$ cat src/rtl/core/pid_pkg.sv
// Shared types, constants and helpers of the PID step block.
`default_nettype none
package pid_pkg;

   localparam int FRAC_BITS = 16;

   localparam int DATA_W    = 32;
   localparam int B_W       = 32;
   localparam int A_W       = (34 + FRAC_BITS > 48) ? (34 + FRAC_BITS) : 48;
   localparam int PROD_W    = A_W + B_W;
   localparam int CNT_W     = $clog2(A_W);
   localparam int CSR_IDX_W = 3;

   localparam logic [CSR_IDX_W-1:0] CSR_PROP_GAIN  = CSR_IDX_W'(0);
   localparam logic [CSR_IDX_W-1:0] CSR_INTEG_GAIN = CSR_IDX_W'(1);
   localparam logic [CSR_IDX_W-1:0] CSR_DERIV_GAIN = CSR_IDX_W'(2);
   localparam logic [CSR_IDX_W-1:0] CSR_OUT_MIN    = CSR_IDX_W'(3);
   localparam logic [CSR_IDX_W-1:0] CSR_OUT_MAX    = CSR_IDX_W'(4);

   localparam logic [63:0] TERM_LIM = 64'd1 << 61;

   typedef enum logic [0:0] {
      OP_STEP  = 1'b0,
      OP_CLEAR = 1'b1
   } oper_type;

   typedef enum logic [0:0] {
      MD_MUL = 1'b0,
      MD_DIV = 1'b1
   } md_op_type;

   typedef enum logic [3:0] {
      ST_IDLE,
      ST_INTEG,
      ST_LOW,
      ST_HIGH,
      ST_DERIV,
      ST_PTERM,
      ST_ITERM,
      ST_DTERM,
      ST_DONE
   } state_type;

   typedef struct packed {
      logic signed [DATA_W-1:0] prop_gain;
      logic signed [DATA_W-1:0] integ_gain;
      logic signed [DATA_W-1:0] deriv_gain;
      logic signed [DATA_W-1:0] out_min;
      logic signed [DATA_W-1:0] out_max;
   } cfg_type;

   typedef struct packed {
      logic             start;
      md_op_type        op;
      logic [A_W-1:0]   a;
      logic [B_W-1:0]   b;
   } md_cmd_type;

   typedef struct packed {
      logic              done;
      logic [PROD_W-1:0] res;
   } md_rsp_type;

   function automatic logic [63:0] mag64(input logic signed [63:0] v);
      return v[63] ? 64'(-v) : 64'(v);
   endfunction

   function automatic logic signed [47:0] sat48(input logic signed [63:0] v);
      if (v > 64'sh0000_7FFF_FFFF_FFFF) return 48'sh7FFF_FFFF_FFFF;
      if (v < 64'shFFFF_8000_0000_0000) return 48'sh8000_0000_0000;
      return v[47:0];
   endfunction

endpackage
`default_nettype wire

$ cat src/rtl/core/pid_if.sv
// Request and response channel interfaces of the PID step block.
`default_nettype none
interface pid_req_if;
   logic               valid;
   logic               ready;
   logic               operation;
   logic signed [31:0] target;
   logic signed [31:0] measured;
   logic        [31:0] step_time;

   modport source (output valid, operation, target, measured, step_time, input ready);
   modport sink   (input valid, operation, target, measured, step_time, output ready);
endinterface

interface pid_rsp_if;
   logic               valid;
   logic               ready;
   logic signed [31:0] drive;
   logic               clipped;
   logic               zero_step;

   modport source (output valid, drive, clipped, zero_step, input ready);
   modport sink   (input valid, drive, clipped, zero_step, output ready);
endinterface
`default_nettype wire

$ cat src/rtl/core/pid_csr.sv
// Configuration register bank of the PID step block.
`default_nettype none
module pid_csr import pid_pkg::*; (
   input  logic                 clock,
   input  logic                 reset,
   input  logic                 csr_wr_en,
   input  logic [CSR_IDX_W-1:0] csr_index,
   input  logic [DATA_W-1:0]    csr_wdata,
   output cfg_type              cfg
);

   cfg_type cfg_ff;
   cfg_type cfg_in;

   always_comb begin
      cfg_in = cfg_ff;
      if (csr_wr_en) begin
         unique case (csr_index)
            CSR_PROP_GAIN:  cfg_in.prop_gain  = csr_wdata;
            CSR_INTEG_GAIN: cfg_in.integ_gain = csr_wdata;
            CSR_DERIV_GAIN: cfg_in.deriv_gain = csr_wdata;
            CSR_OUT_MIN:    cfg_in.out_min    = csr_wdata;
            CSR_OUT_MAX:    cfg_in.out_max    = csr_wdata;
            default:        cfg_in = cfg_ff;
         endcase
      end
   end

   always_ff @(posedge clock) begin
      if (reset) begin
         cfg_ff.prop_gain  <= '0;
         cfg_ff.integ_gain <= '0;
         cfg_ff.deriv_gain <= '0;
         cfg_ff.out_min    <= 32'sh8000_0000;
         cfg_ff.out_max    <= 32'sh7FFF_FFFF;
      end else begin
         cfg_ff <= cfg_in;
      end
   end

   assign cfg = cfg_ff;

endmodule
`default_nettype wire

$ cat src/rtl/core/pid_muldiv.sv
// Shared radix-2 unsigned multiply / restoring divide unit.
`default_nettype none
module pid_muldiv import pid_pkg::*; (
   input  logic       clock,
   input  logic       reset,
   input  md_cmd_type cmd,
   output md_rsp_type rsp
);

   logic              busy_ff, busy_in;
   logic              done_ff, done_in;
   logic [CNT_W-1:0]  cnt_ff, cnt_in;
   md_op_type         mode_ff;
   logic [A_W-1:0]    a_ff, a_in;
   logic [B_W-1:0]    b_ff;
   logic [PROD_W-1:0] p_ff, p_in;
   logic [B_W-1:0]    rem_ff, rem_in;

   logic [B_W:0]      trial;
   logic [A_W:0]      add_x;
   logic [A_W:0]      add_y;
   logic              add_sub;
   logic [A_W:0]      sum;
   logic              ge;
   logic [CNT_W-1:0]  last_cnt;

   // one adder serves both operations
   always_comb begin
      trial = {rem_ff, a_ff[A_W-1]};
      if (mode_ff == MD_MUL) begin
         add_x   = {1'b0, p_ff[PROD_W-1:B_W]};
         add_y   = p_ff[0] ? {1'b0, a_ff} : '0;
         add_sub = 1'b0;
      end else begin
         add_x   = (A_W+1)'(trial);
         add_y   = (A_W+1)'(b_ff);
         add_sub = 1'b1;
      end
      sum      = add_x + (add_sub ? ~add_y : add_y) + (A_W+1)'(add_sub);
      ge       = ~sum[A_W];
      last_cnt = (mode_ff == MD_MUL) ? CNT_W'(B_W - 1) : CNT_W'(A_W - 1);
   end

   always_comb begin
      busy_in = busy_ff;
      done_in = 1'b0;
      cnt_in  = cnt_ff;
      a_in    = a_ff;
      p_in    = p_ff;
      rem_in  = rem_ff;
      if (cmd.start) begin
         busy_in = 1'b1;
         cnt_in  = '0;
         a_in    = cmd.a;
         p_in    = {A_W'(0), cmd.b};
         rem_in  = '0;
      end else if (busy_ff) begin
         if (mode_ff == MD_MUL) begin
            p_in = {sum, p_ff[B_W-1:1]};
         end else begin
            rem_in = ge ? sum[B_W-1:0] : trial[B_W-1:0];
            a_in   = {a_ff[A_W-2:0], ge};
         end
         cnt_in = cnt_ff + CNT_W'(1);
         if (cnt_ff == last_cnt) begin
            busy_in = 1'b0;
            done_in = 1'b1;
         end
      end
   end

   always_ff @(posedge clock) begin
      if (reset) begin
         busy_ff <= 1'b0;
         done_ff <= 1'b0;
      end else begin
         busy_ff <= busy_in;
         done_ff <= done_in;
      end
   end

   always_ff @(posedge clock) begin
      cnt_ff <= cnt_in;
      a_ff   <= a_in;
      p_ff   <= p_in;
      rem_ff <= rem_in;
      if (cmd.start) begin
         mode_ff <= cmd.op;
         b_ff    <= cmd.b;
      end
   end

   assign rsp.done = done_ff;
   assign rsp.res  = (mode_ff == MD_MUL) ? p_ff : PROD_W'(a_ff);

   a_no_restart: assert property (@(posedge clock) disable iff (reset)
      cmd.start |-> !busy_ff)
      else $error("muldiv started while busy");

   a_done_idle: assert property (@(posedge clock) disable iff (reset)
      done_ff |-> !busy_ff)
      else $error("muldiv reported done while busy");

   a_done_pulse: assert property (@(posedge clock) disable iff (reset)
      done_ff |=> !done_ff)
      else $error("muldiv done held for more than one cycle");

   a_cnt_range: assert property (@(posedge clock) disable iff (reset)
      busy_ff |-> cnt_ff <= last_cnt)
      else $error("muldiv iteration count out of range");

endmodule
`default_nettype wire

$ cat src/rtl/core/pid_controller_step_top.sv
// Top level of the PID controller step block with integral clamp.
// One request computes one controller step (or clears the integral and previous
// error) and yields exactly one response. All multiplies and divides run through a single
// shared radix-2 multiply / divide unit under a small sequencer, so the block
// takes one request at a time: ready is high only while the sequencer is idle.
// A compute step runs err*step_time, then (integ_gain nonzero) the two clamp
// bounds out_min/integ_gain and out_max/integ_gain, then (step_time nonzero) the
// derivative division, then the three gain products. A clear skips all of
// these and goes straight to the done state. The finished result sits in an
// output register, so the next request is taken while the previous response
// still waits for its transfer. Configuration is written through csr_wr_en /
// csr_index / csr_wdata; indexes past out_max are ignored.
`default_nettype none
module pid_controller_step_top import pid_pkg::*; (
   input  logic                 clock,
   input  logic                 reset,
   pid_req_if.sink              req_chan,
   pid_rsp_if.source            rsp_chan,
   input  logic                 csr_wr_en,
   input  logic [CSR_IDX_W-1:0] csr_index,
   input  logic [DATA_W-1:0]    csr_wdata
);

   cfg_type    cfg;
   md_cmd_type md_cmd;
   md_rsp_type md_rsp;

   state_type state_ff, state_in;
   logic      run_ff, run_in;
   logic      rsp_valid_ff, rsp_valid_in;

   // per-item working registers
   logic signed [32:0] err_ff;
   logic signed [33:0] diff_ff;
   logic signed [32:0] last_ff;
   logic        [31:0] step_ff;
   logic signed [47:0] es_ff;
   logic signed [47:0] lo_ff;
   logic signed [47:0] deriv_ff;
   logic signed [63:0] acc_ff;
   logic               neg_ff;
   logic               neg_in;
   logic               zs_ff;
   logic               clear_ff;

   logic signed [31:0] drive_ff;
   logic               clipped_ff;
   logic               zstep_ff;

   logic               req_fire;
   logic               rsp_fire;
   logic               out_free;
   logic               out_load;
   logic signed [32:0] err_new;

   logic [PROD_W-1:0]  shifted;
   logic [63:0]        term_mag;
   logic signed [63:0] term;
   logic [63:0]        quot_mag;
   logic signed [63:0] quot;
   logic signed [47:0] q48;
   logic signed [47:0] es_add;
   logic signed [47:0] es_clamped;
   logic signed [63:0] lim_lo;
   logic signed [63:0] lim_hi;
   logic signed [31:0] drive_val;
   logic               clip_val;

   pid_csr u_csr (
      .clock     (clock),
      .reset     (reset),
      .csr_wr_en (csr_wr_en),
      .csr_index (csr_index),
      .csr_wdata (csr_wdata),
      .cfg       (cfg)
   );

   pid_muldiv u_muldiv (
      .clock (clock),
      .reset (reset),
      .cmd   (md_cmd),
      .rsp   (md_rsp)
   );

   assign req_chan.ready = (state_ff == ST_IDLE);
   assign req_fire       = req_chan.valid & req_chan.ready;
   assign rsp_fire       = rsp_valid_ff & rsp_chan.ready;
   assign out_free       = !rsp_valid_ff || rsp_chan.ready;
   assign out_load       = (state_ff == ST_DONE) && out_free;
   assign err_new        = 33'(req_chan.target) - 33'(req_chan.measured);

   // sequencer: next state
   always_comb begin
      state_in = state_ff;
      unique case (state_ff)
         ST_IDLE: begin
            if (req_fire) begin
               state_in = (req_chan.operation == OP_CLEAR) ? ST_DONE : ST_INTEG;
            end
         end
         ST_INTEG: begin
            if (md_rsp.done) begin
               if (cfg.integ_gain != '0) state_in = ST_LOW;
               else                      state_in = zs_ff ? ST_PTERM : ST_DERIV;
            end
         end
         ST_LOW: begin
            if (md_rsp.done) state_in = ST_HIGH;
         end
         ST_HIGH: begin
            if (md_rsp.done) state_in = zs_ff ? ST_PTERM : ST_DERIV;
         end
         ST_DERIV: begin
            if (md_rsp.done) state_in = ST_PTERM;
         end
         ST_PTERM: begin
            if (md_rsp.done) state_in = ST_ITERM;
         end
         ST_ITERM: begin
            if (md_rsp.done) state_in = ST_DTERM;
         end
         ST_DTERM: begin
            if (md_rsp.done) state_in = ST_DONE;
         end
         ST_DONE: begin
            if (out_free) state_in = ST_IDLE;
         end
         default: state_in = ST_IDLE;
      endcase
   end

   // sequencer: operands for the shared unit, by state
   always_comb begin
      md_cmd = '0;
      neg_in = 1'b0;
      unique case (state_ff)
         ST_INTEG: begin
            md_cmd.start = !run_ff;
            md_cmd.op    = MD_MUL;
            md_cmd.a     = A_W'(mag64(64'(err_ff)));
            md_cmd.b     = step_ff;
            neg_in       = err_ff[32];
         end
         ST_LOW: begin
            md_cmd.start = !run_ff;
            md_cmd.op    = MD_DIV;
            md_cmd.a     = A_W'(mag64(64'(cfg.out_min)) << FRAC_BITS);
            md_cmd.b     = B_W'(mag64(64'(cfg.integ_gain)));
            neg_in       = cfg.out_min[31] ^ cfg.integ_gain[31];
         end
         ST_HIGH: begin
            md_cmd.start = !run_ff;
            md_cmd.op    = MD_DIV;
            md_cmd.a     = A_W'(mag64(64'(cfg.out_max)) << FRAC_BITS);
            md_cmd.b     = B_W'(mag64(64'(cfg.integ_gain)));
            neg_in       = cfg.out_max[31] ^ cfg.integ_gain[31];
         end
         ST_DERIV: begin
            md_cmd.start = !run_ff;
            md_cmd.op    = MD_DIV;
            md_cmd.a     = A_W'(mag64(64'(diff_ff)) << FRAC_BITS);
            md_cmd.b     = step_ff;
            neg_in       = diff_ff[33];
         end
         ST_PTERM: begin
            md_cmd.start = !run_ff;
            md_cmd.op    = MD_MUL;
            md_cmd.a     = A_W'(mag64(64'(err_ff)));
            md_cmd.b     = B_W'(mag64(64'(cfg.prop_gain)));
            neg_in       = err_ff[32] ^ cfg.prop_gain[31];
         end
         ST_ITERM: begin
            md_cmd.start = !run_ff;
            md_cmd.op    = MD_MUL;
            md_cmd.a     = A_W'(mag64(64'(es_ff)));
            md_cmd.b     = B_W'(mag64(64'(cfg.integ_gain)));
            neg_in       = es_ff[47] ^ cfg.integ_gain[31];
         end
         ST_DTERM: begin
            md_cmd.start = !run_ff;
            md_cmd.op    = MD_MUL;
            md_cmd.a     = A_W'(mag64(64'(deriv_ff)));
            md_cmd.b     = B_W'(mag64(64'(cfg.deriv_gain)));
            neg_in       = deriv_ff[47] ^ cfg.deriv_gain[31];
         end
         default: begin
            md_cmd = '0;
            neg_in = 1'b0;
         end
      endcase
   end

   // run flag: set when an operation is launched, drop when it reports done
   always_comb begin
      run_in = run_ff;
      if (md_cmd.start)    run_in = 1'b1;
      else if (md_rsp.done) run_in = 1'b0;
   end

   // post-processing of the shared unit's result
   always_comb begin
      shifted  = md_rsp.res >> FRAC_BITS;
      term_mag = (shifted > PROD_W'(TERM_LIM)) ? TERM_LIM : 64'(shifted);
      term     = neg_ff ? -$signed(term_mag) : $signed(term_mag);
      quot_mag = 64'(md_rsp.res[A_W-1:0]);
      quot     = neg_ff ? -$signed(quot_mag) : $signed(quot_mag);
      q48      = sat48(quot);
      es_add   = sat48(64'(es_ff) + term);

      // lower bound is checked first: with inverted bounds, a value below it takes it, else the upper
      if (es_ff < lo_ff)    es_clamped = lo_ff;
      else if (es_ff > q48) es_clamped = q48;
      else                  es_clamped = es_ff;

      lim_lo = 64'(cfg.out_min);
      lim_hi = 64'(cfg.out_max);
      if (acc_ff < lim_lo) begin
         drive_val = cfg.out_min;
         clip_val  = 1'b1;
      end else if (acc_ff > lim_hi) begin
         drive_val = cfg.out_max;
         clip_val  = 1'b1;
      end else begin
         drive_val = acc_ff[31:0];
         clip_val  = 1'b0;
      end
   end

   // response valid: hold until transfer, reload from the done state
   always_comb begin
      rsp_valid_in = rsp_valid_ff;
      if (out_load)      rsp_valid_in = 1'b1;
      else if (rsp_fire) rsp_valid_in = 1'b0;
   end

   // control state and the controller's persistent state
   always_ff @(posedge clock) begin
      if (reset) begin
         state_ff     <= ST_IDLE;
         run_ff       <= 1'b0;
         rsp_valid_ff <= 1'b0;
         es_ff        <= '0;
         last_ff      <= '0;
      end else begin
         state_ff     <= state_in;
         run_ff       <= run_in;
         rsp_valid_ff <= rsp_valid_in;
         if (req_fire) begin
            if (req_chan.operation == OP_CLEAR) begin
               es_ff   <= '0;
               last_ff <= '0;
            end else begin
               last_ff <= err_new;
            end
         end else if (md_rsp.done) begin
            if (state_ff == ST_INTEG)     es_ff <= es_add;
            else if (state_ff == ST_HIGH) es_ff <= es_clamped;
         end
      end
   end

   // working and result registers
   always_ff @(posedge clock) begin
      if (md_cmd.start) neg_ff <= neg_in;
      if (req_fire) begin
         clear_ff <= (req_chan.operation == OP_CLEAR);
         err_ff   <= err_new;
         diff_ff  <= 34'(err_new) - 34'(last_ff);
         step_ff  <= req_chan.step_time;
         zs_ff    <= (req_chan.step_time == '0);
         deriv_ff <= '0;
      end else if (md_rsp.done) begin
         unique case (state_ff)
            ST_LOW:   lo_ff    <= q48;
            ST_DERIV: deriv_ff <= q48;
            ST_PTERM: acc_ff   <= term;
            ST_ITERM: acc_ff   <= acc_ff + term;
            ST_DTERM: acc_ff   <= acc_ff - term;
            default:  acc_ff   <= acc_ff;
         endcase
      end
      if (out_load) begin
         drive_ff   <= clear_ff ? '0 : drive_val;
         clipped_ff <= clear_ff ? 1'b0 : clip_val;
         zstep_ff   <= clear_ff ? 1'b0 : zs_ff;
      end
   end

   assign rsp_chan.valid     = rsp_valid_ff;
   assign rsp_chan.drive     = drive_ff;
   assign rsp_chan.clipped   = clipped_ff;
   assign rsp_chan.zero_step = zstep_ff;

   a_done_in_op: assert property (@(posedge clock) disable iff (reset)
      md_rsp.done |-> (state_ff != ST_IDLE && state_ff != ST_DONE))
      else $error("unit reported done outside an operation state");

   a_step_starts: assert property (@(posedge clock) disable iff (reset)
      (req_fire && req_chan.operation != OP_CLEAR) |=> state_ff == ST_INTEG)
      else $error("compute request did not enter integral update");

   a_idle_quiet: assert property (@(posedge clock) disable iff (reset)
      (state_ff == ST_IDLE) |-> !run_ff)
      else $error("unit operation pending while idle");

   a_clear_state: assert property (@(posedge clock) disable iff (reset)
      (req_fire && req_chan.operation == OP_CLEAR) |=> (es_ff == '0 && last_ff == '0))
      else $error("clear did not zero controller state");

endmodule
`default_nettype wire

$ cat src/flat_wrapper.sv
// flat-port wrapper written by rule: the top's interface ports become plain ports
module pid_controller_step_top_flat import pid_pkg::*;
  (clock, reset, csr_wr_en, csr_index, csr_wdata, req_chan_valid, req_chan_operation, req_chan_target, req_chan_measured, req_chan_step_time, req_chan_ready, rsp_chan_valid, rsp_chan_drive, rsp_chan_clipped, rsp_chan_zero_step, rsp_chan_ready);
  pid_req_if req_chan_i ();
  pid_rsp_if rsp_chan_i ();
  input  logic clock;
  input  logic reset;
  input  logic csr_wr_en;
  input  logic [CSR_IDX_W-1:0] csr_index;
  input  logic [DATA_W-1:0] csr_wdata;
  input wire logic [$bits(req_chan_i.valid)-1:0] req_chan_valid;
  input wire logic [$bits(req_chan_i.operation)-1:0] req_chan_operation;
  input wire logic [$bits(req_chan_i.target)-1:0] req_chan_target;
  input wire logic [$bits(req_chan_i.measured)-1:0] req_chan_measured;
  input wire logic [$bits(req_chan_i.step_time)-1:0] req_chan_step_time;
  output wire logic [$bits(req_chan_i.ready)-1:0] req_chan_ready;
  output wire logic [$bits(rsp_chan_i.valid)-1:0] rsp_chan_valid;
  output wire logic [$bits(rsp_chan_i.drive)-1:0] rsp_chan_drive;
  output wire logic [$bits(rsp_chan_i.clipped)-1:0] rsp_chan_clipped;
  output wire logic [$bits(rsp_chan_i.zero_step)-1:0] rsp_chan_zero_step;
  input wire logic [$bits(rsp_chan_i.ready)-1:0] rsp_chan_ready;
  assign req_chan_i.valid = req_chan_valid;
  assign req_chan_i.operation = req_chan_operation;
  assign req_chan_i.target = req_chan_target;
  assign req_chan_i.measured = req_chan_measured;
  assign req_chan_i.step_time = req_chan_step_time;
  assign req_chan_ready = req_chan_i.ready;
  assign rsp_chan_valid = rsp_chan_i.valid;
  assign rsp_chan_drive = rsp_chan_i.drive;
  assign rsp_chan_clipped = rsp_chan_i.clipped;
  assign rsp_chan_zero_step = rsp_chan_i.zero_step;
  assign rsp_chan_i.ready = rsp_chan_ready;
  pid_controller_step_top u_core (.clock(clock), .reset(reset), .req_chan(req_chan_i), .rsp_chan(rsp_chan_i), .csr_wr_en(csr_wr_en), .csr_index(csr_index), .csr_wdata(csr_wdata));
endmodule
$ cat config.mk
export PLATFORM = sky130hd
export DESIGN_NAME = pid_controller_step_top_flat
export DESIGN_NICKNAME = d
export VERILOG_FILES = /design/src/rtl/core/pid_pkg.sv /design/src/rtl/core/pid_if.sv /design/src/rtl/core/pid_csr.sv /design/src/rtl/core/pid_muldiv.sv /design/src/rtl/core/pid_controller_step_top.sv /design/src/flat_wrapper.sv
export SDC_FILE = /design/constraint.sdc
export NUM_CORES = 2
export LEC_CHECK = 0
export BUFFER_PORTS_ARGS = -buffer_cell sky130_fd_sc_hd__buf_4
export CELL_PAD_IN_SITES_DETAIL_PLACEMENT = 1
export CELL_PAD_IN_SITES_GLOBAL_PLACEMENT = 1
export CORE_MARGIN = 5
export CORE_UTILIZATION = 45
export DETAILED_ROUTE_END_ITERATION = 8
export MAX_ROUTING_LAYER = met4
export PLACE_DENSITY_LB_ADDON = 0.15
export SLEW_MARGIN = 20
export SYNTH_ARGS = -nofsm -noshare
export SYNTH_HDL_FRONTEND = slang
export SYNTH_HIERARCHICAL = 1
export SYNTH_SLANG_ARGS = --single-unit
$ cat constraint.sdc
create_clock -name clock -period 11.3 [get_ports clock]
set_input_delay 1.13 -clock clock [delete_from_list [all_inputs] [get_ports clock]]
set_output_delay 1.13 -clock clock [all_outputs]
set_load 0.01 [all_outputs]
==> results by group <==
Floorplan
  • Row count: 136
  • Die area: ~150000 um^2
  • Core ar.: 137700 um^2
  • Ports: between 150 and 200
  • Die Wd: around 380 um
  • Die height: 382.6 um
  • Starting Density: 0.4538

Timing
  • Fin. max-slew vios: 0
  • Worst clock skew: ~0.077 ns
  • Final setup margin: 1.410 ns
  • Fmax: just over 100 MHz
  • Post-layout min period: 9.890 ns
  • Worst slew pin tran: ~1.2 ns
  • Period utilisation layout: 0.8752
  • Fin Setup TNS: 0 ns
  • Final setup viols: 0
  • Hold_ws: 0.4496 ns
  • RSZ-0062 raised after global routing: no
  • Fin. Hold Viols: 0
  • Slew margin rel.: 0.2002

Synth
  • YS warnings: 6
  • Syn Area/Cell: roughly 8.4 um^2
  • EDFF count, synth: 363
  • Ys flop type: dfxtp_1
  • Post-Synthesis Cells: 7400
  • Synth cell types: between 100 and 150
  • Mapped cell area: ~62000 um^2
  • Syn nets: 8019
  • Async SR Flop Fraction: 0
  • #FFs+latches synth: between 700 and 800
  • Register area share after synthesis: 0.2979

Placed design
  • Pre-CTS WS: roughly 1.7 ns
  • # port buffers: approximately 170
  • Placed insts: a little over 9000
  • RePlAce Congestion: slightly above 1
  • Hpwl dp: approximately 210000 um

Flow run
  • MaxCap Viol Count: 0

Critical path
  • CP arrival: 10.30 ns
  • CP Class: register to register
  • Worst flop-to-flop path endpoint: u_core/acc_ff[62]
  • Setup crit end kind: register
  • Crit. Startpoint: u_core/u_muldiv/mode_ff
  • R2r worst-path depth: 29
  • FF-to-FF setup slack: 1.41 ns
  • Critical path launch point type: register
  • Max incr delay on CP: between 0.8 and 0.9 ns
  • Worst path top cell family by delay: simple AND/OR/NAND/NOR gates
  • WP data required: roughly 12 ns
  • FF-to-FF Start: u_core/u_muldiv/mode_ff
  • Worst path slowest cell: or4_1
  • Crit. path cell count: 29
  • Most used cell, CP: o21ai_0
  • WP buf/inv: 2
  • Worst setup path end: u_core/acc_ff[62]
  • Crit-path max FO: 37

Drt
  • DRC: 0
  • Routed length per instance: 28.50 um
  • DRT Wirelength: approximately 260000 um
  • Initial DRC count: between 4000 and 5000
  • Via count: slightly below 60000
  • Antenna Nets Post-Route: 0
  • DR pass1 iterations: 8
  • Via/cell ratio: 6.365

GRT
  • Largest net degree at the start of global routing: between 150 and 200
  • Antenna violations before repair: 8
  • Total congestion overflow: 0
  • Vias in the first global route: 58790
  • Tot GR Track Use: 0.3561
  • First-pass GRT wire length: between 300000 and 400000 um

Clock network
  • Post-cts sizing count: 0
  • Post-CTS Repair Setup Buffers: 0
  • Later-pin clock latency in the skew report: ~0.74 ns
  • CTS tree: done
  • Clk buf depth: 3
  • Clk sinks: between 700 and 800
  • TritonCTS Buffers: 93
  • H-tree Lvls: 3
  • # hold bufs at CTS: 0
  • Register clock-pin slew on the reported worst setup and hold paths: approximately 0.05 ns
  • CTS Root Cell: clkbuf_16

Pwr
  • Power Density: between 200 and 250 nW/um^2
  • VDD IR max: 0.1234 mV
  • LEAKAGE: about 0.029 uW

Min path
  • Hold path cells: 2
  • Type of the tightest min-delay check: register to register

Cells and area
  • Final #Nets: roughly 8000
  • Most common library cell in the layout ignoring fill and taps: nand2_1
  • Util after Layout: 0.4975
  • Fin cells: roughly 9000
  • Syn-to-layout area delta: 9.638%
  • Layout cells sized above 1: 0.09651
  • Layout fillers: approximately 16000
  • Most frequent cells in the layout: nand2_1 (683), nor2_1 (595), a21oi_1 (497)

Outcome
  • Status: finished, final reports clean
==> synthesized netlist by cell type, drive strengths merged (31+ instances only) <==
library cell / instances / area, um^2
nand2: 687 / 2586
nor2: 606 / 2282
o21ai: 567 / 2853
a21oi: 502 / 2520
ha: 477 / 5968
dfxtp: 385 / 7707
xnor2: 369 / 3232
edfxtp: 363 / 10900
inv: 331 / 1242
clkbuf: 307 / 1154
xor2: 287 / 2514
a21o: 248 / 1862
nand2b: 231 / 1448
mux2i: 210 / 2102
mux2: 160 / 1802
nand4: 127 / 813.3
o31ai: 119 / 903.4
a211oi: 111 / 853.3
nor2b: 100 / 633.1
buf: 89 / 484.2
nand3: 88 / 460.4
nor4: 88 / 726.9
nor3: 87 / 466.7
or4: 73 / 566.8
or3: 69 / 431.7
o41ai: 68 / 629.4
a22oi: 60 / 450.4
a31oi: 59 / 394.1
o21a: 43 / 330.3
o21bai: 36 / 270.3
o22ai: 36 / 225.2
o211ai: 31 / 247.7
or2: 31 / 193.9
==> cell families after synthesis <==
group / after synthesis / synth area share
multiplexers: 370 / 0.06249
XOR/XNOR: 656 / 0.09197
buffers and inverters: 729 / 0.04623
flip-flops: 748 / 0.2979
adder cells (fa/ha/maj): 482 / 0.09714
AO/OA/AOI/OAI: 2105 / 0.2189
AND/OR/NAND/NOR: 2310 / 0.1854
==> power by group <==
group	leakage [uW]	internal (uW)	switching, uW
clock network	0.00154	1800	1320
registers	0.00650	3420	359
logic	0.0208	2950	6090
total	0.0288	8180	7770
==> how the worst min path moves through the flow <==
stage | from | end | slack (ns)
2_1_floorplan | u_core/u_muldiv/p_ff[72] | u_core/u_muldiv/p_ff[72] | 0.42
3_3_place_gp | u_core/u_muldiv/p_ff[71] | u_core/u_muldiv/p_ff[71] | 0.43
3_5_place_dp | u_core/u_muldiv/p_ff[81] | u_core/u_muldiv/p_ff[81] | 0.44
4_1_cts | u_core/u_muldiv/p_ff[81] | u_core/u_muldiv/p_ff[81] | 0.45
5_1_grt | u_core/last_ff[32] | u_core/last_ff[32] | 0.48
6_report | u_core/u_muldiv/p_ff[81] | u_core/u_muldiv/p_ff[81] | 0.45
==> layout make-up <==
cell class	count	area, um^2	area share
Sequential cell	748	18610	0.2717
Timing Repair Buffer	262	2016	0.02943
Tap cell	1794	2245	0.03277
Clock inverter	37	462.9	0.006759
Clock buffer	137	2728	0.03982
Multi-Input combinational cell	5923	41160	0.6010
Antenna cell	6	15.01	0.0002192
Inverter	333	1256	0.01834
==> per-stage QoR <==
stage	instance area (um^2)	total power [uW]
detailed placement	65270	12650
floorplan	62470	9542
global placement	65270	12530
global route	68490	16690
finish	68490	15950
CTS	68460	15860
==> per-layer routing <==
layer,track usage,vias up,share of wire
li1,-,26930,-
met1,0.4318,29270,0.41
met2,0.5576,2011,0.45
met3,0.04077,604,0.054
met4,0.2430,0,0.086
met5,-,-,0
==> state kept, by name, summed over array words and instances, names as in the netlist, 33 cells and up <==
register	count
u_core/acc_ff	64
u_core/deriv_ff	48
u_core/diff_ff	34
u_core/err_ff	33
u_core/es_ff	48
u_core/last_ff	33
u_core/lo_ff	48
u_core/u_csr/cfg	160
u_core/u_muldiv/a_ff	50
u_core/u_muldiv/p_ff	82
==> worst min-delay path: cells and delay by family (launching register included) <==
family,cells,cell delay [ns]
AO/OA/AOI/OAI,1,0.06
AND/OR/NAND/NOR,1,0.04
flip-flops,1,0.31
No activity file was read; power rests on OpenSTA's default activity.
